==> config.mk <==
export PLATFORM = sky130hd
export DESIGN_NAME = nds_greedy_pipe
export DESIGN_NICKNAME = d
export VERILOG_FILES = /design/src/rtl/nds_pkg.sv /design/src/rtl/nds_greedy_pipe.sv
export SDC_FILE = /design/constraint.sdc
export NUM_CORES = 2
export LEC_CHECK = 0
export BUFFER_PORTS_ARGS = -buffer_cell sky130_fd_sc_hd__buf_2
export CAP_MARGIN = 20
export CORE_UTILIZATION = 56
export DETAILED_ROUTE_END_ITERATION = 7
export PLACE_DENSITY_LB_ADDON = 0.3
export SKIP_LAST_GASP = 1
export SLEW_MARGIN = 5
export SYNTH_ARGS = -nofsm -noshare
export SYNTH_HDL_FRONTEND = slang
export SYNTH_SLANG_ARGS = --single-unit
==> constraint.sdc <==
create_clock -name clk -period 2.91 [get_ports clk]
set_input_delay 0.873 -clock clk [delete_from_list [all_inputs] [get_ports clk]]
set_output_delay 0.873 -clock clk [all_outputs]
set_load 0.005 [all_outputs]
==> src/rtl/nds_pkg.sv <==
// types, constants and helpers shared by the note duration splitter
// no dependencies
package nds_pkg;

    localparam int NUM_VALUES   = 10;
    localparam int DUR_W        = 32;
    localparam int TPQ_W        = 16;
    localparam int CNT_W        = 28;
    localparam int NV_W         = 4;
    localparam int LEFT_W       = 16;
    localparam int CFG_IDX_W    = 2;
    localparam int BREVE_SHIFT  = 4;
    localparam int REM_W        = TPQ_W + BREVE_SHIFT;
    localparam int SMALL_W      = 2;
    localparam int QUANT_STAGES = DUR_W;
    localparam int BREVE_STAGES = DUR_W - BREVE_SHIFT;
    localparam int GREEDY_STEPS = NUM_VALUES - 1;
    localparam int QUARTER_IDX  = 4;

    localparam logic [NV_W-1:0]      NV_LAST     = NV_W'(NUM_VALUES - 1);
    localparam logic [CFG_IDX_W-1:0] CFG_TPQ     = 2'd0;
    localparam logic [CFG_IDX_W-1:0] CFG_QUANTUM = 2'd1;
    localparam logic [TPQ_W-1:0]     TPQ_RESET   = 16'd480;
    localparam logic [LEFT_W-1:0]    LEFT_MAX    = {LEFT_W{1'b1}};
    localparam logic [SMALL_W-1:0]   SMALL_ONE   = 2'd1;
    localparam logic [SMALL_W-1:0]   SMALL_TWO   = 2'd2;

    typedef struct packed {
        logic             valid;
        logic [DUR_W-1:0] duration;
        logic [DUR_W-1:0] rem;
    } quant_stage_t;

    typedef struct packed {
        logic                    valid;
        logic [DUR_W-1:0]        qrem;
        logic [BREVE_STAGES-1:0] dividend;
        logic [BREVE_SHIFT-1:0]  low;
        logic [TPQ_W-1:0]        rem;
        logic [CNT_W-1:0]        quot;
    } breve_stage_t;

    typedef logic [NUM_VALUES-1:1][SMALL_W-1:0] small_cnt_t;

    typedef struct packed {
        logic             valid;
        logic [DUR_W-1:0] qrem;
        logic [CNT_W-1:0] breve_cnt;
        small_cnt_t       small_cnt;
        logic [REM_W-1:0] rem;
    } greedy_stage_t;

    // ticks of note value k, truncated
    function automatic logic [REM_W-1:0] note_ticks(input logic [TPQ_W-1:0] tpq, input int k);
        logic [REM_W-1:0] base;
        base = REM_W'(tpq);
        if (k <= QUARTER_IDX)
        begin
            return base << (QUARTER_IDX - k);
        end
        else
        begin
            return base >> (k - QUARTER_IDX);
        end
    endfunction

endpackage

==> src/rtl/nds_greedy_pipe.sv <==
// greedy split of the sub-breve remainder, one note value per stage
// depends on nds_pkg
module nds_greedy_pipe (
    input  logic                        clk,
    input  logic                        rst_n,
    input  logic                        adv,
    input  logic [nds_pkg::TPQ_W-1:0]   tpq,
    input  nds_pkg::breve_stage_t       in_stage,
    output nds_pkg::greedy_stage_t      out_stage
);
    import nds_pkg::*;

    greedy_stage_t entry;
    greedy_stage_t stage_in   [GREEDY_STEPS];
    greedy_stage_t stage_next [GREEDY_STEPS];
    greedy_stage_t stage_reg  [GREEDY_STEPS];

    // zero ticks per quarter: all counts zero, saturated rest as leftover
    always_comb
    begin
        logic [DUR_W-1:0]  rest;
        logic [LEFT_W-1:0] sat;
        logic              zero_tpq;
        rest     = {in_stage.dividend, in_stage.low};
        sat      = (rest > DUR_W'(LEFT_MAX)) ? LEFT_MAX : rest[LEFT_W-1:0];
        zero_tpq = (tpq == '0);
        entry.valid     = in_stage.valid;
        entry.qrem      = in_stage.qrem;
        entry.breve_cnt = zero_tpq ? '0 : in_stage.quot;
        entry.small_cnt = '0;
        entry.rem       = zero_tpq ? REM_W'(sat) : {in_stage.rem, in_stage.low};
    end

    for (genvar j = 0; j < GREEDY_STEPS; j++)
    begin : g_stage
        if (j == 0)
        begin : g_first
            assign stage_in[j] = entry;
        end
        else
        begin : g_rest
            assign stage_in[j] = stage_reg[j-1];
        end

        always_comb
        begin
            logic [REM_W-1:0] ticks;
            logic [REM_W:0]   twice;
            logic [REM_W-1:0] r;
            ticks = note_ticks(tpq, j + 1);
            twice = {ticks, 1'b0};
            r     = stage_in[j].rem;
            stage_next[j] = stage_in[j];
            stage_next[j].small_cnt[j+1] = '0;
            if (ticks != '0)
            begin
                if ({1'b0, r} >= twice)
                begin
                    stage_next[j].small_cnt[j+1] = SMALL_TWO;
                    stage_next[j].rem            = REM_W'({1'b0, r} - twice);
                end
                else if (r >= ticks)
                begin
                    stage_next[j].small_cnt[j+1] = SMALL_ONE;
                    stage_next[j].rem            = r - ticks;
                end
            end
        end

        always_ff @(posedge clk or negedge rst_n)
        begin
            if (!rst_n)
            begin
                stage_reg[j] <= '0;
            end
            else if (adv)
            begin
                stage_reg[j] <= stage_next[j];
            end
        end
    end

    assign out_stage = stage_reg[GREEDY_STEPS-1];

endmodule

==> results by group <==
Clocking
  – H-tree Lvls: 3
  – Cts bufs inserted: between 80 and 90
  – CTS tree: built
  – CTS clk-pin slew, worst paths: ~60 ps
  – CTS Sinks: just over 800
  – Clock Tree Buf Depth: 3
  – Clk Tree Root Cell: clkbuf_16
  – Worst-Skew Late Latency: ~690 ps

Critical path
  – Data required, critical path: roughly 3500 ps
  – CP endpoint kind: flop
  – Cells on worst reg2reg path: 12
  – Critical path launch point type: input pin
  – Crit Path Max Fanout: 5
  – Worst Path Class, Setup: input pin to flop
  – WP data arrival: 4660 ps

Timing
  – Setup ws final: -1193 ps
  – Unrepaired setup endpoints after global routing: true
  – Fin crit period: around 4100 ps
  – Worst Max-Slew Pin Slew: ~800 ps
  – Final setup viols: 190
  – Hold slack: approximately 130 ps
  – Max Freq: ~240 MHz
  – Period utilization: 141.0%
  – Final Hold Vio Count: 0
  – Clk_skew: 56.08 ps
  – Pins over their slew limit: 0
  – Max-Slew Margin vs Limit: between 40% and 50%
  – Fin Setup TNS: -78,000 ps

Yosys
  – Top post-synthesis cells by area: dfrtp_1 44%, mux2_2 15%, ha_1 7.0%
  – Unique cell type count in the Yosys netlist: between 90 and 100
  – Area share of the largest cell type after synthesis: 44.21%
  – Seq/Total Area, Yosys: roughly 44%
  – Syn Inst Count: around 4,300
  – Syn Area/Cell: between 10 and 15 um2
  – Number of flops mapped to enable cells by yosys: 0
  – Post-synthesis instance area: about 46,000 um2
  – Yosys warning count: 0
  – Yosys top cell by area: dfrtp_1
  – Ys async rst share: between 90% and 100%
  – Synthesized Nets: 4,734
  – Yosys reg bits: 819
  – Main synth FF type: dfrtp_1

Pwr
  – Sequential share of power: 27.1%
  – Sw Share: 39.76%
  – Worst VDD drop: between 600 and 700 uV
  – Cell Pwr Density: 1004 nW/um2
  – Clock power share: 17.3%
  – Internal Pwr Total: 41.06 mW
  – Net Sw Power: 27.10 mW
  – Leak: 30.20 nW
  – Comb pwr share: about 56%

Placed design
  – Inst Count DP: around 6,500
  – HPWL after DPL: around 100 mm
  – Placer Congestion: between 0.9 and 1
  – Pre-CTS setup slack: -1858 ps
  – Port bufs: 226

Global routing
  – First-pass GRT wire length: approximately 250 mm
  – All-layer global routing usage: ~39%
  – Initial antenna violation count: 3
  – Remaining Overflow, GRT: 0
  – Number of global-route vias before repair: 44,120
  – Largest net degree at the start of global routing: approximately 150

Route
  – Detailed Route Iter0 Violations: roughly 4,700
  – DR vias: 44,330
  – DR pass1 iterations: 8
  – Via density: roughly 6.4
  – Routed len/inst: ~26 um
  – WL final: between 150 and 200 mm
  – Total DRC errors in the routed layout: 3
  – Routed Antenna Nets: 0

Worst hold path
  – Min-delay worst type: input pin to asynchronous set/reset pin

Floorplan
  – Die ar.: about 84,000 um2
  – # rows: 105
  – Area of the core: about 82,000 um2
  – Chip width: 289.7 um
  – Die Y: approximately 290 um
  – Io pins: about 230
  – Initial Util: between 50% and 60%

Finish
  – # nets final: between 6,000 and 7,000
  – Post-layout util: between 80% and 90%
  – Share of cells above drive strength 1: between 50% and 60%
  – Area Growth Syn to Fin: 46.50%
  – Non-filler cells, final: 6,904
  – Diodes inserted: 0

Status
  – Status: finished, violations left
  – Failing checks: DRC, setup timing

Job
  – Max cap viols: 0
-- cells by family after synthesis --
logic type / count (synthesis) / synth area share, %
compound gates: 1107 / 15.87
xor+xnor: 200 / 3.778
fa+ha+maj: 276 / 7.740
buf+inv: 295 / 2.461
flops: 819 / 44.21
mux: 641 / 15.52
simple gates: 992 / 10.42
-- synth_stat cells (all sizes together), types with 20 or more instances --
cell type    n
mux2       622
nor2       309
xor2        85
a21o        77
o31ai       21
nor4        28
o211ai      34
nor3        73
nand3       60
nor2b       47
o22ai       32
a21oi      267
nand2b      43
a31oi       51
ha         258
or3         31
inv        119
nand4       43
dfrtp      819
nand2      243
o21ai      246
buf         20
a211oi      46
o21a        48
xnor2      115
a221oi      25
and3        33
or2         21
o2bb2ai     41
clkbuf     156
o31a        23
-- metal layers --
| metal | vias up | routed length, um | part of all wire (%) | global-route usage [%] |
|---|---|---|---|---|
| met2 | 2633 | 81930 | 46 | 62.52 |
| met5 | - | 0 | 0 | 0 |
| li1 | 18930 | - | - | - |
| met4 | 0 | 12800 | 7.3 | 19.33 |
| met1 | 21800 | 65020 | 37 | 49.32 |
| met3 | 962 | 16650 | 9.4 | 7.488 |
-- repair_timing --
| action | 4_1_cts | 5_1_grt |
|---|---|---|
| hold buffers | 0 | 0 |
| endpoints found under the setup margin | 187 | 188 |
| cloned | 13 | 0 |
| hold endpoints to repair | 0 | 0 |
| pin swaps | 394 | 168 |
| gates resized for setup | 719 | 212 |
| buffers inserted | 215 | 72 |
-- power by group through the flow --
stage	clock, mW	sequential (mW)	combinational, mW
2_1_floorplan	0	17.2	17.5
3_3_place_gp	0	17.8	28.0
3_5_place_dp	0	18.1	28.8
4_1_cts	11.9	18.2	33.4
5_1_grt	12.3	18.8	39.8
6_report	11.8	18.5	37.9
-- layout make-up --
class                      instances  area (um2)
clock inverter                    33       505.5
fill                            4097       14060
clock buffer                     125        2549
multi-input combinational       3217       29770
inverter                         119       504.2
timing repair buffer            1521       12760
sequential                       819       20490
tap                             1070        1339
-- cell usage in the layout, fill, tap and decap left out, types with 82 or more instances in the layout --
cell type	n
a21oi_1	200
buf_6	140
nand2_1	215
ha_1	115
xor2_1	82
o21ai_0	117
ha_4	137
inv_1	98
buf_2	210
clkbuf_16	86
dfrtp_1	819
buf_4	1057
nor2_1	276
mux2_2	607
xnor2_1	108
-- final timing paths --
| kind | startpoint | to | slack [ps] |
|---|---|---|---|
| min in group clk | in_stage[77] | stage_in[760]$_DFFE_PN0P_ | 410 |
| worst max register to register | g_stage[2].$5.r[12]$_DFFE_PN0P_ | g_stage[3].$5.r[19]$_DFFE_PN0P_ | -440 |
| max in group asynchronous | rst_n | stage_in[634]$_DFFE_PN0P_ | 1830 |
| worst min-delay path | rst_n | stage_in[637]$_DFFE_PN0P_ | 130 |
| worst min register to register | stage_in[317]$_DFFE_PN0P_ | stage_in[218]$_DFFE_PN0P_ | 450 |
| worst max-delay path | tpq[15] | g_stage[1].$5.r[18]$_DFFE_PN0P_ | -1190 |
-- state kept, by name, indices dropped and copies added (netlist names) --
signal / count
g_stage.$5.r: 160
out_stage: 99
stage_in: 560
-- critical path, cell delays in order --
cell and delay, ps:
buf_8 100, nor4_4 330, buf_4 170, and4_4 270
nand2_4 90, or2_4 280, buf_6 130, o22a_1 200
buf_6 140, ha_4 150, a21o_1 200, a21oi_2 210
o21ai_1 100, a211o_1 320, buf_4 150, buf_4 130
a21o_1 180, a21oi_2 160, xor2_1 210, o21ai_1 80
a22o_1 180
-- stage by stage --
stage               power, mW  area (um2)
floorplan               34.69       48060
global placement        45.82       57860
detailed placement      46.82       57860
CTS                     63.56       66490
global route            70.97       67920
finish                  68.16       67920
Power figures use the tool's default switching activity.
