**src/rtl/nds_pkg.sv**
```systemverilog
// types, constants and helpers shared by the note duration splitter
// no dependencies
package nds_pkg;

    localparam int NUM_VALUES   = 10;
    localparam int DUR_W        = 32;
    localparam int TPQ_W        = 16;
    localparam int CNT_W        = 28;
    localparam int NV_W         = 4;
    localparam int LEFT_W       = 16;
    localparam int CFG_IDX_W    = 2;
    localparam int BREVE_SHIFT  = 4;
    localparam int REM_W        = TPQ_W + BREVE_SHIFT;
    localparam int SMALL_W      = 2;
    localparam int QUANT_STAGES = DUR_W;
    localparam int BREVE_STAGES = DUR_W - BREVE_SHIFT;
    localparam int GREEDY_STEPS = NUM_VALUES - 1;
    localparam int QUARTER_IDX  = 4;

    localparam logic [NV_W-1:0]      NV_LAST     = NV_W'(NUM_VALUES - 1);
    localparam logic [CFG_IDX_W-1:0] CFG_TPQ     = 2'd0;
    localparam logic [CFG_IDX_W-1:0] CFG_QUANTUM = 2'd1;
    localparam logic [TPQ_W-1:0]     TPQ_RESET   = 16'd480;
    localparam logic [LEFT_W-1:0]    LEFT_MAX    = {LEFT_W{1'b1}};
    localparam logic [SMALL_W-1:0]   SMALL_ONE   = 2'd1;
    localparam logic [SMALL_W-1:0]   SMALL_TWO   = 2'd2;

    typedef struct packed {
        logic             valid;
        logic [DUR_W-1:0] duration;
        logic [DUR_W-1:0] rem;
    } quant_stage_t;

    typedef struct packed {
        logic                    valid;
        logic [DUR_W-1:0]        qrem;
        logic [BREVE_STAGES-1:0] dividend;
        logic [BREVE_SHIFT-1:0]  low;
        logic [TPQ_W-1:0]        rem;
        logic [CNT_W-1:0]        quot;
    } breve_stage_t;

    typedef logic [NUM_VALUES-1:1][SMALL_W-1:0] small_cnt_t;

    typedef struct packed {
        logic             valid;
        logic [DUR_W-1:0] qrem;
        logic [CNT_W-1:0] breve_cnt;
        small_cnt_t       small_cnt;
        logic [REM_W-1:0] rem;
    } greedy_stage_t;

    // ticks of note value k, truncated
    function automatic logic [REM_W-1:0] note_ticks(input logic [TPQ_W-1:0] tpq, input int k);
        logic [REM_W-1:0] base;
        base = REM_W'(tpq);
        if (k <= QUARTER_IDX)
        begin
            return base << (QUARTER_IDX - k);
        end
        else
        begin
            return base >> (k - QUARTER_IDX);
        end
    endfunction

endpackage

```
**src/rtl/nds_breve_pipe.sv**
```systemverilog
// quantized rest and breve count: restoring divider pipeline by ticks_per_quarter
// depends on nds_pkg
module nds_breve_pipe (
    input  logic                        clk,
    input  logic                        rst_n,
    input  logic                        adv,
    input  logic [nds_pkg::TPQ_W-1:0]   tpq,
    input  logic [nds_pkg::DUR_W-1:0]   quantum,
    input  nds_pkg::quant_stage_t       in_stage,
    output nds_pkg::breve_stage_t       out_stage
);
    import nds_pkg::*;

    breve_stage_t entry_next;
    breve_stage_t entry_reg;
    breve_stage_t stage_in   [BREVE_STAGES];
    breve_stage_t stage_next [BREVE_STAGES];
    breve_stage_t stage_reg  [BREVE_STAGES];

    always_comb
    begin
        logic [DUR_W-1:0] qrem;
        logic [DUR_W-1:0] rest;
        qrem = (quantum == '0) ? '0 : in_stage.rem;
        rest = in_stage.duration - qrem;
        entry_next.valid    = in_stage.valid;
        entry_next.qrem     = qrem;
        entry_next.dividend = rest[DUR_W-1:BREVE_SHIFT];
        entry_next.low      = rest[BREVE_SHIFT-1:0];
        entry_next.rem      = '0;
        entry_next.quot     = '0;
    end

    always_ff @(posedge clk or negedge rst_n)
    begin
        if (!rst_n)
        begin
            entry_reg <= '0;
        end
        else if (adv)
        begin
            entry_reg <= entry_next;
        end
    end

    for (genvar i = 0; i < BREVE_STAGES; i++)
    begin : g_stage
        if (i == 0)
        begin : g_first
            assign stage_in[i] = entry_reg;
        end
        else
        begin : g_rest
            assign stage_in[i] = stage_reg[i-1];
        end

        always_comb
        begin
            logic [TPQ_W:0] trial;
            trial = {stage_in[i].rem, stage_in[i].dividend[BREVE_STAGES-1-i]};
            stage_next[i] = stage_in[i];
            if (trial >= {1'b0, tpq})
            begin
                stage_next[i].rem  = TPQ_W'(trial - {1'b0, tpq});
                stage_next[i].quot = {stage_in[i].quot[CNT_W-2:0], 1'b1};
            end
            else
            begin
                stage_next[i].rem  = trial[TPQ_W-1:0];
                stage_next[i].quot = {stage_in[i].quot[CNT_W-2:0], 1'b0};
            end
        end

        always_ff @(posedge clk or negedge rst_n)
        begin
            if (!rst_n)
            begin
                stage_reg[i] <= '0;
            end
            else if (adv)
            begin
                stage_reg[i] <= stage_next[i];
            end
        end
    end

    assign out_stage = stage_reg[BREVE_STAGES-1];

endmodule

```
**config.mk**
```make
export PLATFORM = sky130hd
export DESIGN_NAME = nds_breve_pipe
export DESIGN_NICKNAME = d
export VERILOG_FILES = /design/src/rtl/nds_pkg.sv /design/src/rtl/nds_breve_pipe.sv
export SDC_FILE = /design/constraint.sdc
export NUM_CORES = 2
export LEC_CHECK = 0
export BUFFER_PORTS_ARGS = -buffer_cell sky130_fd_sc_hd__buf_2
export CORE_ASPECT_RATIO = 1.75
export CORE_MARGIN = 2
export CORE_UTILIZATION = 42
export CTS_CLUSTER_SIZE = 8
export DETAILED_ROUTE_END_ITERATION = 7
export PLACE_DENSITY = 0.6
export SYNTH_ARGS = -nofsm -noshare
export SYNTH_HDL_FRONTEND = slang
export SYNTH_SLANG_ARGS = --single-unit
```
**constraint.sdc**
```tcl
create_clock -name clk -period 3.6 [get_ports clk]
set_input_delay 0.36 -clock clk [delete_from_list [all_inputs] [get_ports clk]]
set_output_delay 0.36 -clock clk [all_outputs]
set_load 0.02 [all_outputs]
```
==> results_dict.tcl <==
set metrics [dict create \
    critical_path_buf_inv_count 3 \
    postSynthCellCount 10000 \
    power.internal_w 0.0877 \
    postPlaceCellArea_um2 137000 \
    grt_use_total_pct 19.0 \
    path_type_of_the_worst_min_delay_path "input port to flop" \
    grt_antenna_before_repair 8 \
    die_height_um 727 \
    power_per_cell_area_nw_per_um2 882 \
    avgSynthCellArea_um2 12.5 \
    start_kind "flop" \
    yosys-top-cells-count "2,739 x sky130_fd_sc_hd__dfrtp_1, 2,218 x sky130_fd_sc_hd__mux2_2, 736 x sky130_fd_sc_hd__nor2_1" \
    grt_first_pass_wirelength_mm 467 \
    yosys_warnings 0 \
    clock_sinks 2739 \
    hold_viol_final 0 \
    area_share_of_the_largest_cell_type_after_synthesis_pct 54.6 \
    route.antenna.remaining_nets 0 \
    worstSetupEndpointType "flop" \
    fp.dieArea_um2 303000 \
    area_growth_from_synthesis_to_layout_pct 17.9 \
    wirelength_mm 289 \
    io_count 225 \
    slew_headroom_pct 43.3 \
    vdd_drop_max_mv 0.387 \
    synth-main-ff-cell "sky130_fd_sc_hd__dfrtp_1" \
    grt_pass1_vias 85500 \
    cts_max_level 5 \
    top_signal_layer_used "met5" \
    largest_register_ffs 2106 \
    routabilityCongestion 0.932 \
    numPortBuffers 224 \
    mappedNetlistNets 10600 \
    postLayoutCellArea_um2 148000 \
    detailedPlace.worstSlack_ns -0.484 \
    path_common_cell "sky130_fd_sc_hd__buf_4" \
    power.switching_fraction_pct 32.8 \
    numPlacedInstances 14500 \
    route.met2.wl_mm 146 \
    crit_path_max_incr_delay_ns 0.48 \
    worstSetupPathType "flop to flop" \
    drtIter0Drc 4105 \
    synth_top_cell_by_area "sky130_fd_sc_hd__dfrtp_1" \
    top_cells_by_area_in_the_synthesized_netlist "sky130_fd_sc_hd__dfrtp_1 55%, sky130_fd_sc_hd__mux2_2 20%, sky130_fd_sc_hd__ha_1 4.6%, sky130_fd_sc_hd__a21oi_1 2.8%, sky130_fd_sc_hd__nor2_1 2.2%" \
    stdcell_count 15000 \
    post-synth-top-count-cell "sky130_fd_sc_hd__dfrtp_1" \
    synth-edff-count 0 \
    grt_overflow_total 0 \
    clk-insertion-delay-late_ns 0.90 \
    met3_length_mm 9.42 \
    cell_row_count 265 \
    setup-violations-final 0 \
    tritoncts "yes" \
    power.sequential.fraction_pct 40.3 \
    cellLeakagePower_nw 67.2 \
    setup_tns_ns 0 \
    synthesis.area_um2 125000 \
    numCtsBuffers 385 \
    initial_core_util_pct 42.2 \
    worstPathMaxFanout 2 \
    p_clk_share_pct 24.3 \
    clock_skew_ns 0.0857 \
    hpwl_mm 202 \
    drt-met1-wl_mm 117 \
    path_delay_family "compound AO/OA/AOI/OAI gates" \
    synth.distinct_cells 95 \
    crit_path_cell_trace "inv_1 > ha_1 > fa_1 > nor2b_1 > o31ai_1 > buf_4 > a211oi_1 > nor2_1 > a2111oi_0 > buf_4 > o21a_1 > o21ai_0 > o311ai_0 > a31oi_1" \
    cp_data_arrival_time_ns 4.13 \
    setup_repair_after_global_routing_missed_its_margin "false" \
    first_pass_iters 6 \
    clk_transition_reported_paths_ns 0.05 \
    comb_power_share_pct 35.4 \
    routed_via_density 5.39 \
    layout_setup_ws_ns 0.196 \
    final_layout_size_suffix_gt1_share_pct 34.1 \
    drc_violations 0 \
    crit_slowest_cell "sky130_fd_sc_hd__a2111oi_0" \
    drt-wirelength-per-cell_um 19.3 \
    ys_seq_elements 2739 \
    die_width_um 417 \
    via_count 80800 \
    design.core.area_um2 297000 \
    cts_setup_buffers 0 \
    final_min_period_over_clock_period_pct 94.5 \
    timing.final.max_slew_violations 0 \
    max_slew.worst_pin.slew_ns 0.850 \
    clockBufferDepth 4 \
    cts-root-buf "sky130_fd_sc_hd__clkbuf_16" \
    fin_nets 11700 \
    power.switching_w 0.0427 \
    clock.fmax_mhz 294 \
    finalCriticalPeriod_ns 3.40 \
    status "complete, no violations" \
    synth_sequential_area_ratio_pct 54.6 \
    grt_start_max_net_pins 158 \
    maxCapViolCount 0 \
    asyncSetResetFlopFracSynth_pct 100 \
    report.power.total_w 0.130 \
    worstPathRequired_ns 4.32 \
]
[cells by family (layout without fill, tap and decap cells)]
group | after synthesis | after routing | share of synthesized area (%)
other | 0 | 5 | 0
AOI/OAI and AO/OA | 1704 | 1704 | 8.47
adders and majority gates | 493 | 493 | 5.08
buffers and inverters | 639 | 1721 | 1.99
muxes | 2410 | 2410 | 21.4
xor gates and xnor gates | 292 | 292 | 2.04
and+or+nand+nor | 1754 | 1754 | 6.34
DFF | 2739 | 2739 | 54.6
[worst paths after layout]
| kind | from | depth (start not counted) | to | slack (ns) |
|---|---|---|---|---|
| worst max-delay path | g_stage[22].$5.trial[0]$_DFFE_PN0P_ | 14 | g_stage[23].$5.trial[15]$_DFFE_PN0P_ | 0.20 |
| min in group asynchronous | rst_n | 3 | g_stage[6].$5.trial[13]$_DFFE_PN0P_ | 0.54 |
| worst max register to register | g_stage[22].$5.trial[0]$_DFFE_PN0P_ | 14 | g_stage[23].$5.trial[15]$_DFFE_PN0P_ | 0.20 |
| worst min-delay path | in_stage[38] | 5 | entry_reg[50]$_DFFE_PN0P_ | 0.07 |
| max in group asynchronous | rst_n | 4 | g_stage[1].$5.trial[9]$_DFFE_PN0P_ | 1.63 |
| worst min register to register | stage_in[1045]$_DFFE_PN0P_ | 1 | stage_in[936]$_DFFE_PN0P_ | 0.44 |
[cell usage in the layout, fill, tap and decap left out, types with 115 or more instances in the layout]
master,Yosys,routed
sky130_fd_sc_hd__a21o_1,129,129
sky130_fd_sc_hd__dfrtp_1,2739,2739
sky130_fd_sc_hd__o21ai_0,309,308
sky130_fd_sc_hd__ha_1,465,464
sky130_fd_sc_hd__xnor2_1,197,197
sky130_fd_sc_hd__mux2i_1,191,191
sky130_fd_sc_hd__clkbuf_16,0,388
sky130_fd_sc_hd__nor3_1,116,115
sky130_fd_sc_hd__nand2_1,401,400
sky130_fd_sc_hd__inv_1,199,197
sky130_fd_sc_hd__mux2_2,2218,2218
sky130_fd_sc_hd__a21oi_1,697,694
sky130_fd_sc_hd__nor2_1,736,736
sky130_fd_sc_hd__buf_2,30,222
sky130_fd_sc_hd__buf_4,5,738
[repair_timing]
| item | in CTS | in global routing |
|---|---|---|
| endpoints found under the setup margin | 0 | 2 |
| resized for setup | 0 | 2 |
| hold buffers | 47 | 0 |
| hold endpoints to repair | 472 | 0 |
[power by group through the flow]
stage / combinational (W) / sequential (W) / clock (W)
after floorplan: 0.0321 / 0.0498 / 0
after global placement: 0.0446 / 0.0526 / 0
after detailed placement: 0.0461 / 0.0532 / 0
after CTS: 0.0465 / 0.0528 / 0.0328
after global routing: 0.0509 / 0.0544 / 0.0340
final: 0.0462 / 0.0526 / 0.0317
[final cells by class]
class / count / area, um^2
Tap cell: 3871 / 4840
Multi-Input combinational cell: 6653 / 54500
Fill cell: 26000 / 150000
Antenna cell: 5 / 12.5
Inverter: 202 / 762
Timing Repair Buffer: 1103 / 9040
Clock buffer: 393 / 9730
Sequential cell: 2739 / 68500
Clock inverter: 23 / 439
[layer usage]
| metal | vias up | GRT usage [%] |
|---|---|---|
| met2 | 1502 | 33.5 |
| li1 | 38000 | - |
| met4 | 4 | 10.0 |
| met1 | 40500 | 22.4 |
| met5 | - | 0 |
| met3 | 745 | 2.44 |
[worst reg2reg max path: stages, from the launching register on]
cell                        delay [ns]
sky130_fd_sc_hd__dfrtp_1          0.37
sky130_fd_sc_hd__inv_1            0.18
sky130_fd_sc_hd__ha_1             0.28
sky130_fd_sc_hd__fa_1             0.43
sky130_fd_sc_hd__nor2b_1          0.19
sky130_fd_sc_hd__o31ai_1          0.12
sky130_fd_sc_hd__buf_4            0.15
sky130_fd_sc_hd__a211oi_1         0.27
sky130_fd_sc_hd__nor2_1           0.15
sky130_fd_sc_hd__a2111oi_0        0.48
sky130_fd_sc_hd__buf_4            0.20
sky130_fd_sc_hd__o21a_1           0.11
sky130_fd_sc_hd__o21ai_0          0.08
sky130_fd_sc_hd__o311ai_0         0.11
sky130_fd_sc_hd__a31oi_1          0.16
[through the flow]
stage	util, %	hold slack (ns)
after floorplan	-	0.0644
after global placement	46.1	0.284
after detailed placement	46.1	0.281
after CTS	49.7	0.00234
after global routing	49.7	0.0625
final	49.7	0.0669
No activity file was read; power rests on OpenSTA's default activity.
