===== config.mk =====
export PLATFORM = sky130hd
export DESIGN_NAME = nds_serializer
export DESIGN_NICKNAME = d
export VERILOG_FILES = /design/src/rtl/nds_pkg.sv /design/src/rtl/nds_serializer.sv
export SDC_FILE = /design/constraint.sdc
export NUM_CORES = 1
export LEC_CHECK = 0
export ABC_CLOCK_PERIOD_IN_PS = 11500
export BUFFER_PORTS_ARGS = -buffer_cell sky130_fd_sc_hd__buf_2
export CAP_MARGIN = 20
export CORE_MARGIN = 2
export CORE_UTILIZATION = 50
export CTS_CLUSTER_SIZE = 30
export DETAILED_ROUTE_END_ITERATION = 16
export HOLD_SLACK_MARGIN = 0.02
export PLACE_DENSITY = 0.91
export SLEW_MARGIN = 20
export SYNTH_ARGS = -nofsm -noshare
export SYNTH_HDL_FRONTEND = slang
export SYNTH_SLANG_ARGS = --single-unit
export TNS_END_PERCENT = 10

===== constraint.sdc =====
create_clock -name clk -period 11.5 [get_ports clk]
set_input_delay 1.15 -clock clk [delete_from_list [all_inputs] [get_ports clk]]
set_output_delay 1.15 -clock clk [all_outputs]
set_load 0.01 [all_outputs]

===== src/rtl/nds_pkg.sv =====
// types, constants and helpers shared by the note duration splitter
// no dependencies
package nds_pkg;

    localparam int NUM_VALUES   = 10;
    localparam int DUR_W        = 32;
    localparam int TPQ_W        = 16;
    localparam int CNT_W        = 28;
    localparam int NV_W         = 4;
    localparam int LEFT_W       = 16;
    localparam int CFG_IDX_W    = 2;
    localparam int BREVE_SHIFT  = 4;
    localparam int REM_W        = TPQ_W + BREVE_SHIFT;
    localparam int SMALL_W      = 2;
    localparam int QUANT_STAGES = DUR_W;
    localparam int BREVE_STAGES = DUR_W - BREVE_SHIFT;
    localparam int GREEDY_STEPS = NUM_VALUES - 1;
    localparam int QUARTER_IDX  = 4;

    localparam logic [NV_W-1:0]      NV_LAST     = NV_W'(NUM_VALUES - 1);
    localparam logic [CFG_IDX_W-1:0] CFG_TPQ     = 2'd0;
    localparam logic [CFG_IDX_W-1:0] CFG_QUANTUM = 2'd1;
    localparam logic [TPQ_W-1:0]     TPQ_RESET   = 16'd480;
    localparam logic [LEFT_W-1:0]    LEFT_MAX    = {LEFT_W{1'b1}};
    localparam logic [SMALL_W-1:0]   SMALL_ONE   = 2'd1;
    localparam logic [SMALL_W-1:0]   SMALL_TWO   = 2'd2;

    typedef struct packed {
        logic             valid;
        logic [DUR_W-1:0] duration;
        logic [DUR_W-1:0] rem;
    } quant_stage_t;

    typedef struct packed {
        logic                    valid;
        logic [DUR_W-1:0]        qrem;
        logic [BREVE_STAGES-1:0] dividend;
        logic [BREVE_SHIFT-1:0]  low;
        logic [TPQ_W-1:0]        rem;
        logic [CNT_W-1:0]        quot;
    } breve_stage_t;

    typedef logic [NUM_VALUES-1:1][SMALL_W-1:0] small_cnt_t;

    typedef struct packed {
        logic             valid;
        logic [DUR_W-1:0] qrem;
        logic [CNT_W-1:0] breve_cnt;
        small_cnt_t       small_cnt;
        logic [REM_W-1:0] rem;
    } greedy_stage_t;

    // ticks of note value k, truncated
    function automatic logic [REM_W-1:0] note_ticks(input logic [TPQ_W-1:0] tpq, input int k);
        logic [REM_W-1:0] base;
        base = REM_W'(tpq);
        if (k <= QUARTER_IDX)
        begin
            return base << (QUARTER_IDX - k);
        end
        else
        begin
            return base >> (k - QUARTER_IDX);
        end
    endfunction

endpackage


===== src/rtl/nds_serializer.sv =====
// holds one split duration and emits its ten result transactions in order
// depends on nds_pkg
module nds_serializer (
    input  logic                         clk,
    input  logic                         rst_n,
    input  nds_pkg::greedy_stage_t       in_stage,
    output logic                         take,
    output logic                         result_valid,
    input  logic                         result_stall,
    output logic [nds_pkg::NV_W-1:0]     note_value,
    output logic [nds_pkg::CNT_W-1:0]    count,
    output logic [nds_pkg::DUR_W-1:0]    quant_remainder,
    output logic [nds_pkg::LEFT_W-1:0]   leftover,
    output logic                         last
);
    import nds_pkg::*;

    logic          busy_reg, busy_next;
    logic [NV_W-1:0] idx_reg, idx_next;
    greedy_stage_t item_reg, item_next;
    logic          at_last;

    assign at_last = (idx_reg == NV_LAST);
    assign take    = !busy_reg || (at_last && !result_stall);

    always_comb
    begin
        busy_next = busy_reg;
        idx_next  = idx_reg;
        item_next = item_reg;
        if (busy_reg && !result_stall)
        begin
            idx_next = idx_reg + NV_W'(1);
            if (at_last)
            begin
                busy_next = 1'b0;
            end
        end
        if (take && in_stage.valid)
        begin
            busy_next = 1'b1;
            idx_next  = '0;
            item_next = in_stage;
        end
    end

    always_ff @(posedge clk or negedge rst_n)
    begin
        if (!rst_n)
        begin
            busy_reg <= 1'b0;
            idx_reg  <= '0;
        end
        else
        begin
            busy_reg <= busy_next;
            idx_reg  <= idx_next;
        end
    end

    always_ff @(posedge clk)
    begin
        item_reg <= item_next;
    end

    always_comb
    begin
        if (idx_reg == '0)
        begin
            count = item_reg.breve_cnt;
        end
        else
        begin
            count = CNT_W'(item_reg.small_cnt[idx_reg]);
        end
    end

    assign result_valid    = busy_reg;
    assign note_value      = idx_reg;
    assign quant_remainder = item_reg.qrem;
    assign last            = at_last;
    assign leftover        = at_last ? item_reg.rem[LEFT_W-1:0] : '0;

endmodule


==> results of run 1 <==
[layout make-up]
cell class / count / area (µm²) / share of cell area [%]
multi-input cells: 87 / 654.4 / 13.45
inverters: 6 / 22.52 / 0.4630
clock buffers: 10 / 127.6 / 2.623
clock inverters: 6 / 63.81 / 1.312
flip-flops and latches: 99 / 2948 / 60.60
well taps: 102 / 127.6 / 2.623
repair buffers: 181 / 920.9 / 18.93
[worst max-delay path by stage]
| stage | start | end | slack [ns] |
|---|---|---|---|
| floorplan | result_stall | item_reg[0]$_DFFE_PP_ | 7.37 |
| global placement | note_value[0]$_DFFE_PN0P_ | count[0] | 8.19 |
| detailed placement | note_value[0]$_DFFE_PN0P_ | count[1] | 8.12 |
| CTS | note_value[0]$_DFFE_PN0P_ | count[1] | 7.72 |
| global route | note_value[0]$_DFFE_PN0P_ | count[1] | 7.49 |
| finish | note_value[0]$_DFFE_PN0P_ | count[0] | 7.85 |
[stage by stage]
| step | util, % | setup slack (ns) | cell area, µm² | hold WS, ns | instances |
|---|---|---|---|---|---|
| final | 63.61 | 7.849 | 4865 | 0.6001 | 491 |
| after global routing | 63.61 | 7.494 | 4865 | 0.5814 | 491 |
| after global placement | 60.85 | 8.192 | 4653 | 0.6762 | 474 |
| after detailed placement | 60.85 | 8.116 | 4653 | 0.6875 | 474 |
| after floorplan | - | 7.375 | 3915 | 0.7191 | 231 |
| after CTS | 63.35 | 7.716 | 4845 | 0.5835 | 490 |
[power breakdown]
group | switching [W] | total [W] | internal [W]
logic | 0.0000954 | 0.000185 | 0.0000899
registers | 0.0000315 | 0.000458 | 0.000427
clock network | 0.000111 | 0.000212 | 0.000101
total | 0.000238 | 0.000855 | 0.000618
[layer usage]
| metal | wire [µm] | global-route usage [%] |
|---|---|---|
| met1 | 2698 | 18.74 |
| met2 | 3734 | 28.35 |
| met3 | 730 | 6.916 |
| met4 | 93 | 6.592 |
| met5 | 0 | 0 |
[cell families after synthesis]
family / synth area share, %
AOI/OAI and AO/OA: 3.771
adders and majority gates: 0.9589
buffers and inverters: 8.053
DFF: 75.30
muxes: 2.397
and+or+nand+nor: 9.524
[cell usage in the layout (no fill, tap or decap), types with 3 or more instances in the layout]
master	n
inv_1	5
nand2_1	3
a21oi_1	6
dfrtp_1	5
ha_1	3
mux2_2	3
edfxtp_1	94
nor2_1	3
o21ai_0	3
buf_2	180
clkbuf_8	9
and2_1	42
==> flow_metrics.tcl, run 1 <==
set metrics [dict create \
    status "complete, no violations" \
    fin_setup_tns_ns 0 \
    dp_hpwl_um 5311 \
    cts_buffers 9 \
    nets 489 \
    rr_endpoint "item_reg[37]$_DFFE_PP_" \
    relSlewSlack_pct 44.18 \
    synth.cell_area_um2 3915 \
    synth-seq-cells 99 \
    final-max-slew-violation-count 0 \
    synth_area_per_cell_um2 16.95 \
    grt_usage_pct 16.71 \
    core-area_um2 7647 \
    cp.arrival_ns 2.50 \
    crit_family "simple AND/OR/NAND/NOR gates" \
    floorplan.initialDensity_pct 51.19 \
    startpoint_type "flip-flop" \
    yosys_warnings 0 \
    crit_type "flip-flop to output pin" \
    finalClockSkew_ns 0.01549 \
    synthArstFlopShare_pct 5.051 \
    rr_worst_depth 5 \
    drtPass1Iterations 4 \
    crit_path_end_kind "output pin" \
    cts.path.max_buffers 2 \
    insertedDiodeCount 0 \
    grt_max_degree 95 \
    tightest_slew_ns 0.8364 \
    postRouteAntennaNets 0 \
    p_leak_nw 2.098 \
    drtIter0Drc 84 \
    synth-edff-count 94 \
    power_w 0.0008553 \
    clock-root-buffer "clkbuf_8" \
    totalWireLength_um 7258 \
    rsz0062_at_grt "false" \
    drive_above_1_share_pct 53.47 \
    synthesis.nets 336 \
    antenna_found_initial 0 \
    clkLatencyLatePin_ns 0.34 \
    via_per_inst 4.625 \
    post-cts-setup-buffer-count 0 \
    wire_per_inst_um 14.78 \
    drc_errors 0 \
    path_depth 6 \
    slowest_stage "nor3b_4" \
    final.fill_count 588 \
    finalCriticalPeriod_ns 3.651 \
    cp.required_ns 10.35 \
    power_density_nw_per_um2 175.8 \
    dominantRegCellSynth "edfxtp_1" \
    ys_seq_area_share_pct 75.30 \
    fp.dieH_um 92.49 \
    fmax_mhz 273.9 \
    vias 2271 \
    path_buf_inv 2 \
    largest_reg_flops 62 \
    r2r-start "note_value[0]$_DFFE_PN0P_" \
    syn_to_final_growth_pct 24.26 \
    port_buffers 180 \
    htreeDepth 3 \
    crit_chain "inv_1 > ha_1 > nor3b_4 > a22oi_1 > o31ai_1 > buf_2" \
    grt_pass1_wl_um 10670 \
    hold_class "input port to async pin" \
    cts_resized 0 \
    path_max_fanout 28 \
    synth_area_leaders "edfxtp_1 72%, and2_1 6.9%, buf_4 6.1%" \
    maxCapViolations 0 \
    crit_path_max_incr_delay_ns 0.71 \
    yosysTopAreaCellShare_pct 72.10 \
    cts.sink_count 99 \
    cts_tree "yes" \
    cts_hold_buffers 0 \
    place_congestion 0.7366 \
    synth_top_area_cell "edfxtp_1" \
    synth.top_cells.by_count "94 x edfxtp_1, 43 x and2_1, 32 x buf_4" \
    die_area_um2 8553 \
    fin_crit_sh_pct 31.75 \
    r2r_slack_ns 8.89 \
    synth_most_common_cell "edfxtp_1" \
    grt-ovfl-total 0 \
    setup_viol 0 \
    ir_drop_mv 0.09565 \
    fp-row-count 32 \
    grt_pass1_vias 2278 \
    top_level_ports 185 \
    cts.reportedPaths.clkPinSlew_ns 0.09 \
    synthCells 231 \
    die_w_um 92.49 \
    yosysUniqueCellTypes 35 \
    hold_viol 0 \
]
No activity file was read; power rests on OpenSTA's default activity.
==> run 2, diff against run 1 <==
ABC_AREA = 1   (was default)
ABC_CLOCK_PERIOD_IN_PS = 3700   (was 11500)
CORE_UTILIZATION = 46   (was 50)
PLACE_DENSITY = 0.85   (was 0.91)
clock period = 3.7 ns   (was 11.5 ns; I/O delays follow)
==> flow_metrics.tcl, run 2 <==
set metrics [dict create \
    status "complete, no violations" \
    cts.path.max_buffers 2 \
    grt_pass1_wl_um 12220 \
    power_density_nw_per_um2 591.5 \
    insertedDiodeCount 0 \
    dpl.cell_count 549 \
    dominantRegCellSynth "edfxtp_1" \
    tightest_slew_ns 0.6323 \
    top_level_ports 185 \
    fp-row-count 33 \
    combPwrFrac_pct 27.9 \
    cp.arrival_ns 2.32 \
    grt_max_degree 53 \
    place_congestion 0.7549 \
    relSlewSlack_pct 57.85 \
    cts_resized 0 \
    wire_per_inst_um 13.36 \
    rsz0062_at_grt "false" \
    cts.reportedPaths.clkPinSlew_ns 0.10 \
    grt-ovfl-total 0 \
    crit_path_end_kind "output pin" \
    yosysUniqueCellTypes 19 \
    p_leak_nw 2.336 \
    dp_hpwl_um 5532 \
    maxCapViolations 0 \
    synth_area_per_cell_um2 13.20 \
    postRouteAntennaNets 0 \
    synth.top_cells.by_count "94 x edfxtp_1, 53 x inv_1, 52 x nor2_1" \
    synth_most_common_cell "edfxtp_1" \
    finalClockSkew_ns 0.01851 \
    htreeDepth 3 \
    cp.required_ns 3.33 \
    port_buffers 180 \
    die_area_um2 9338 \
    synth_area_leaders "edfxtp_1 72%, buf_4 6.5%, inv_1 5.0%" \
    power.switching_w 0.0009570 \
    nets 561 \
    final_cell_mix "180 x buf_2, 94 x edfxtp_1, 52 x inv_1, 52 x nor2_1, 28 x nand2_1" \
    hold_class "input port to flip-flop" \
    crit_type "flip-flop to output pin" \
    grt_usage_pct 16.53 \
    fmax_mhz 372.0 \
    ir_drop_mv 0.3646 \
    fin_crit_sh_pct 72.65 \
    dpl_cell_area_um2 4716 \
    final_area_um2 4896 \
    floorplan.initialDensity_pct 47.80 \
    synthArstFlopShare_pct 5.051 \
    synth_top_area_cell "edfxtp_1" \
    startpoint_type "flip-flop" \
    largest_reg_flops 62 \
    fin_cells 566 \
    switching_share_pct 33.05 \
    yosys_warnings 0 \
    hold_viol 0 \
    holdWs_ns 0.1905 \
    synthesis.nets 404 \
    antenna_found_initial 0 \
    p_seq_share_pct 51.0 \
    ys_seq_area_share_pct 74.68 \
    cts_tree "yes" \
    syn_to_final_growth_pct 24.03 \
    grt_pass1_vias 2554 \
    core-area_um2 8258 \
    path_max_fanout 29 \
    finalCriticalPeriod_ns 2.688 \
    setup_viol 0 \
    cts.sink_count 99 \
    synthCells 299 \
    clock-root-buffer "clkbuf_8" \
    clkLatencyLatePin_ns 0.34 \
    vias 2524 \
    fin_setup_tns_ns 0 \
    synth-edff-count 94 \
    totalWireLength_um 7561 \
    internal_power_w 0.001939 \
    synth-seq-cells 99 \
    yosysTopAreaCellShare_pct 71.51 \
    die_w_um 96.64 \
    p_clk_share_pct 21.2 \
    via_per_inst 4.459 \
    cts_buffers 9 \
    synth.cell_area_um2 3948 \
    drtPass1Iterations 5 \
    drive_above_1_share_pct 44.25 \
    drc_errors 0 \
    fp.dieH_um 96.64 \
    final_common_cell "buf_2" \
    drtIter0Drc 97 \
    final-max-slew-violation-count 0 \
]
-- run 2: changes by cell type after synthesis, sizes merged, moves of 4 or more --
cell	before	now
and2	43	0
nand2	3	29
mux2	4	0
inv	6	54
nor2	3	52
nand3	1	13
-- run 2: critical path, stage by stage (launching register included) --
cell and delay [ns]:
dfrtp_1 0.61, inv_1 0.31, ha_1 0.28, nand3_1 0.08, buf_4 0.28, inv_1 0.09
nor2_1 0.12, a21oi_1 0.07, buf_2 0.14
-- run 2: cells by family (layout without fill, tap and decap cells) --
logic type,Yosys count,count (layout),synth area share (%)
buf+inv,92,254,12.42
simple gates,95,95,10.11
fa+ha+maj,3,3,0.9510
xor+xnor,2,2,0.4438
compound gates,8,8,1.395
flops,99,99,74.68
-- run 2: power by group through the flow --
stage	Combinational, W	Clock (W)	Sequential (W)
CTS	0.000818	0.000631	0.00148
global route	0.000899	0.000672	0.00150
global placement	0.000780	0	0.00149
finish	0.000807	0.000613	0.00148
detailed placement	0.000813	0	0.00150
floorplan	0.000553	0	0.00150
-- run 2: path summary, 6_finish.rpt --
check,from,end,slack [ns],cells past startpoint
setup / recovery,note_value[0]$_DFFE_PN0P_,count[0],1.01,8
hold / removal,in_stage[90],quant_remainder[24]$_DFFE_PP_,0.19,1
setup reg to reg,note_value[1]$_DFFE_PN0P_,item_reg[9]$_DFFE_PP_,1.19,7
hold reg to reg,result_valid$_DFFE_PN0P_,result_valid$_DFFE_PN0P_,0.67,2
max in group asynchronous,rst_n,note_value[0]$_DFFE_PN0P_,3.19,2
min in group asynchronous,rst_n,result_valid$_DFFE_PN0P_,0.36,2
-- run 2: final cells by class --
class                           instances  area, µm²
Clock inverter                          5      38.79
Timing Repair Buffer                  184      933.4
Clock buffer                           11      131.4
Tap cell                              105      131.4
Multi-Input combinational cell        108      509.2
Inverter                               54      203.9
Fill cell                             703       3362
Sequential cell                        99       2948
-- run 2: through the flow --
stage / utilization, % / setup slack [ns] / power [W]
finish: 59.29 / 1.012 / 0.002896
global route: 59.29 / 0.6998 / 0.003067
CTS: 59.29 / 0.9758 / 0.002926
detailed placement: 57.11 / 1.189 / 0.002317
global placement: 57.11 / 1.293 / 0.002275
floorplan: - / 0.1098 / 0.002053
-- run 2: what timing repair did --
action                    in CTS  in global routing
hold buffers                   1                  0
setup buffers                  0                  0
hold endpoints to repair       5                  0
-- run 2: layer usage --
layer  global-route usage (%)  vias up  part of all wire (%)
li1                         -     1242                     -
met1                    18.53     1144                    37
met2                    29.06      126                    52
met3                    5.636       12                   8.6
met4                    6.284        0                   1.7
met5                        0        -                     0
==> run 3, diff against run 2 <==
ABC_AREA = 0   (was 1)
ABC_CLOCK_PERIOD_IN_PS = 2690   (was 3700)
clock period = 2.69 ns   (was 3.7 ns; I/O delays follow)
==> flow_metrics.tcl, run 3 (synthesized netlist as in run 1, its figures left out) <==
set metrics [dict create \
    power_density_nw_per_um2 750.5 \
    dp_hpwl_um 5300 \
    fin_setup_tns_ns 0 \
    nets 494 \
    totalWireLength_um 7630 \
    htreeDepth 3 \
    startpoint_type "flip-flop" \
    port_buffers 180 \
    final.fill_count 651 \
    cts_tree "yes" \
    place_congestion 0.7907 \
    largest_reg_flops 62 \
    worstHoldStart "in_stage[48]" \
    hold_class "input port to flip-flop" \
    insertedDiodeCount 0 \
    drtIter0Drc 107 \
    dpl_cell_area_um2 4692 \
    crit_path_max_incr_delay_ns 0.60 \
    via_per_inst 4.635 \
    switching_share_pct 29.43 \
    wire_per_inst_um 15.29 \
    floorplan.initialDensity_pct 47.65 \
    hold_viol 0 \
    core-area_um2 8217 \
    tightest_slew_ns 0.6792 \
    drive_above_1_share_pct 53.81 \
    cts.reportedPaths.clkPinSlew_ns 0.10 \
    grt_max_degree 95 \
    dpl.cell_count 480 \
    final-max-slew-violation-count 0 \
    r2r-start "note_value[2]$_DFFE_PN0P_" \
    fin_cells 499 \
    combPwrFrac_pct 24.5 \
    crit_type "flip-flop to output pin" \
    drtPass1Iterations 4 \
    fmax_mhz 427.0 \
    seq_area_um2 2948 \
    slowest_stage "nor3b_2" \
    status "complete, no violations" \
    path_buf_inv 2 \
    vias 2313 \
    final_cell_mix "180 x buf_2, 94 x edfxtp_1, 42 x and2_1, 9 x clkbuf_8, 6 x a21oi_1" \
    holdWs_ns 0.08998 \
    grt_usage_pct 16.37 \
    rr_worst_depth 4 \
    grt-ovfl-total 0 \
    antenna_found_initial 0 \
    path_max_fanout 14 \
    clock-root-buffer "clkbuf_8" \
    power.switching_w 0.001084 \
    whs_path_depth 1 \
    final_area_um2 4910 \
    syn_to_final_growth_pct 25.41 \
    r2r_slack_ns 0.63 \
    internal_power_w 0.002600 \
    p_leak_nw 2.118 \
    fp.dieH_um 96.26 \
    clkLatencyLatePin_ns 0.34 \
    cts.sink_count 99 \
    cts.path.max_buffers 2 \
    min_to "item_reg[48]$_DFFE_PP_" \
    finalClockSkew_ns 0.01526 \
    rr_endpoint "item_reg[59]$_DFFE_PP_" \
    multi_input_area_um2 666.9 \
    postRouteAntennaNets 0 \
    setup_viol 0 \
    grt_pass1_wl_um 11130 \
    p_seq_share_pct 52.3 \
    crit_path_end_kind "output pin" \
    cp.required_ns 2.42 \
    die_area_um2 9265 \
    finalCriticalPeriod_ns 2.342 \
    cts_buffers 9 \
    top_level_ports 185 \
    crit_family "simple AND/OR/NAND/NOR gates" \
    fp-row-count 33 \
    maxCapViolations 0 \
    fin_crit_sh_pct 87.07 \
    final_common_cell "buf_2" \
    crit_chain "inv_1 > ha_1 > nor3b_2 > and2_1 > buf_2" \
    p_clk_share_pct 23.3 \
    ir_drop_mv 0.4897 \
    cp.arrival_ns 2.07 \
    die_w_um 96.26 \
    relSlewSlack_pct 54.52 \
    grt_pass1_vias 2369 \
    drc_errors 0 \
    rsz0062_at_grt "false" \
]
[run 3: power by group through the flow]
stage / combinational (W) / clock (W) / sequential [W]
2_1_floorplan: 0.000597 / 0 / 0.00193
3_3_place_gp: 0.000854 / 0 / 0.00194
3_5_place_dp: 0.000875 / 0 / 0.00195
4_1_cts: 0.000895 / 0.000886 / 0.00193
5_1_grt: 0.00100 / 0.000948 / 0.00194
6_report: 0.000901 / 0.000857 / 0.00193
[run 3: cell type report]
class / count / share of cell area (%)
Tap cell: 105 / 2.676
Clock buffer: 10 / 2.599
Sequential cell: 99 / 60.04
Clock inverter: 6 / 0.9684
Multi-Input combinational cell: 88 / 13.58
Inverter: 6 / 0.4587
Timing Repair Buffer: 185 / 19.67
[run 3: worst reg2reg max path: stages (launching register included)]
cell and delay, ns:
dfrtp_1 0.59, nand3b_4 0.27, o21ai_1 0.21, and2_4 0.19, buf_12 0.40
[run 3: timing repair]
item	CTS	global route
hold buffers	1	0
buffers inserted	0	1
endpoints found under the hold margin	5	0
endpoints found under the setup margin	2	1
resized for setup	0	0
cloned	1	0
[run 3: routing by layer]
layer	vias up	global-route usage, %	part of all wire [%]
li1	1119	-	-
met1	1063	17.89	37
met2	120	28.07	51
met3	11	7.831	11
met4	0	5.119	1.2
met5	-	0	0
[run 3: stage by stage]
stage | worst slack [ns] | utilization (%) | power (W)
after global placement | 0.3988 | 57.10 | 0.002792
after detailed placement | 0.3856 | 57.10 | 0.002824
after floorplan | 0.2947 | - | 0.002527
final | 0.3479 | 59.75 | 0.003685
after CTS | 0.1587 | 59.51 | 0.003710
after global routing | 0.06691 | 59.75 | 0.003893
[run 3: how the worst max path moves through the flow]
stage	startpoint	to	slack [ns]	depth (start not counted)
after floorplan	note_value[1]$_DFFE_PN0P_	item_reg[0]$_DFFE_PP_	0.29	6
after CTS	note_value[0]$_DFFE_PN0P_	count[0]	0.16	6
after global routing	note_value[0]$_DFFE_PN0P_	count[22]	0.07	5
after detailed placement	note_value[0]$_DFFE_PN0P_	count[0]	0.39	6
after global placement	note_value[0]$_DFFE_PN0P_	count[0]	0.40	6
final	note_value[0]$_DFFE_PN0P_	count[23]	0.35	5
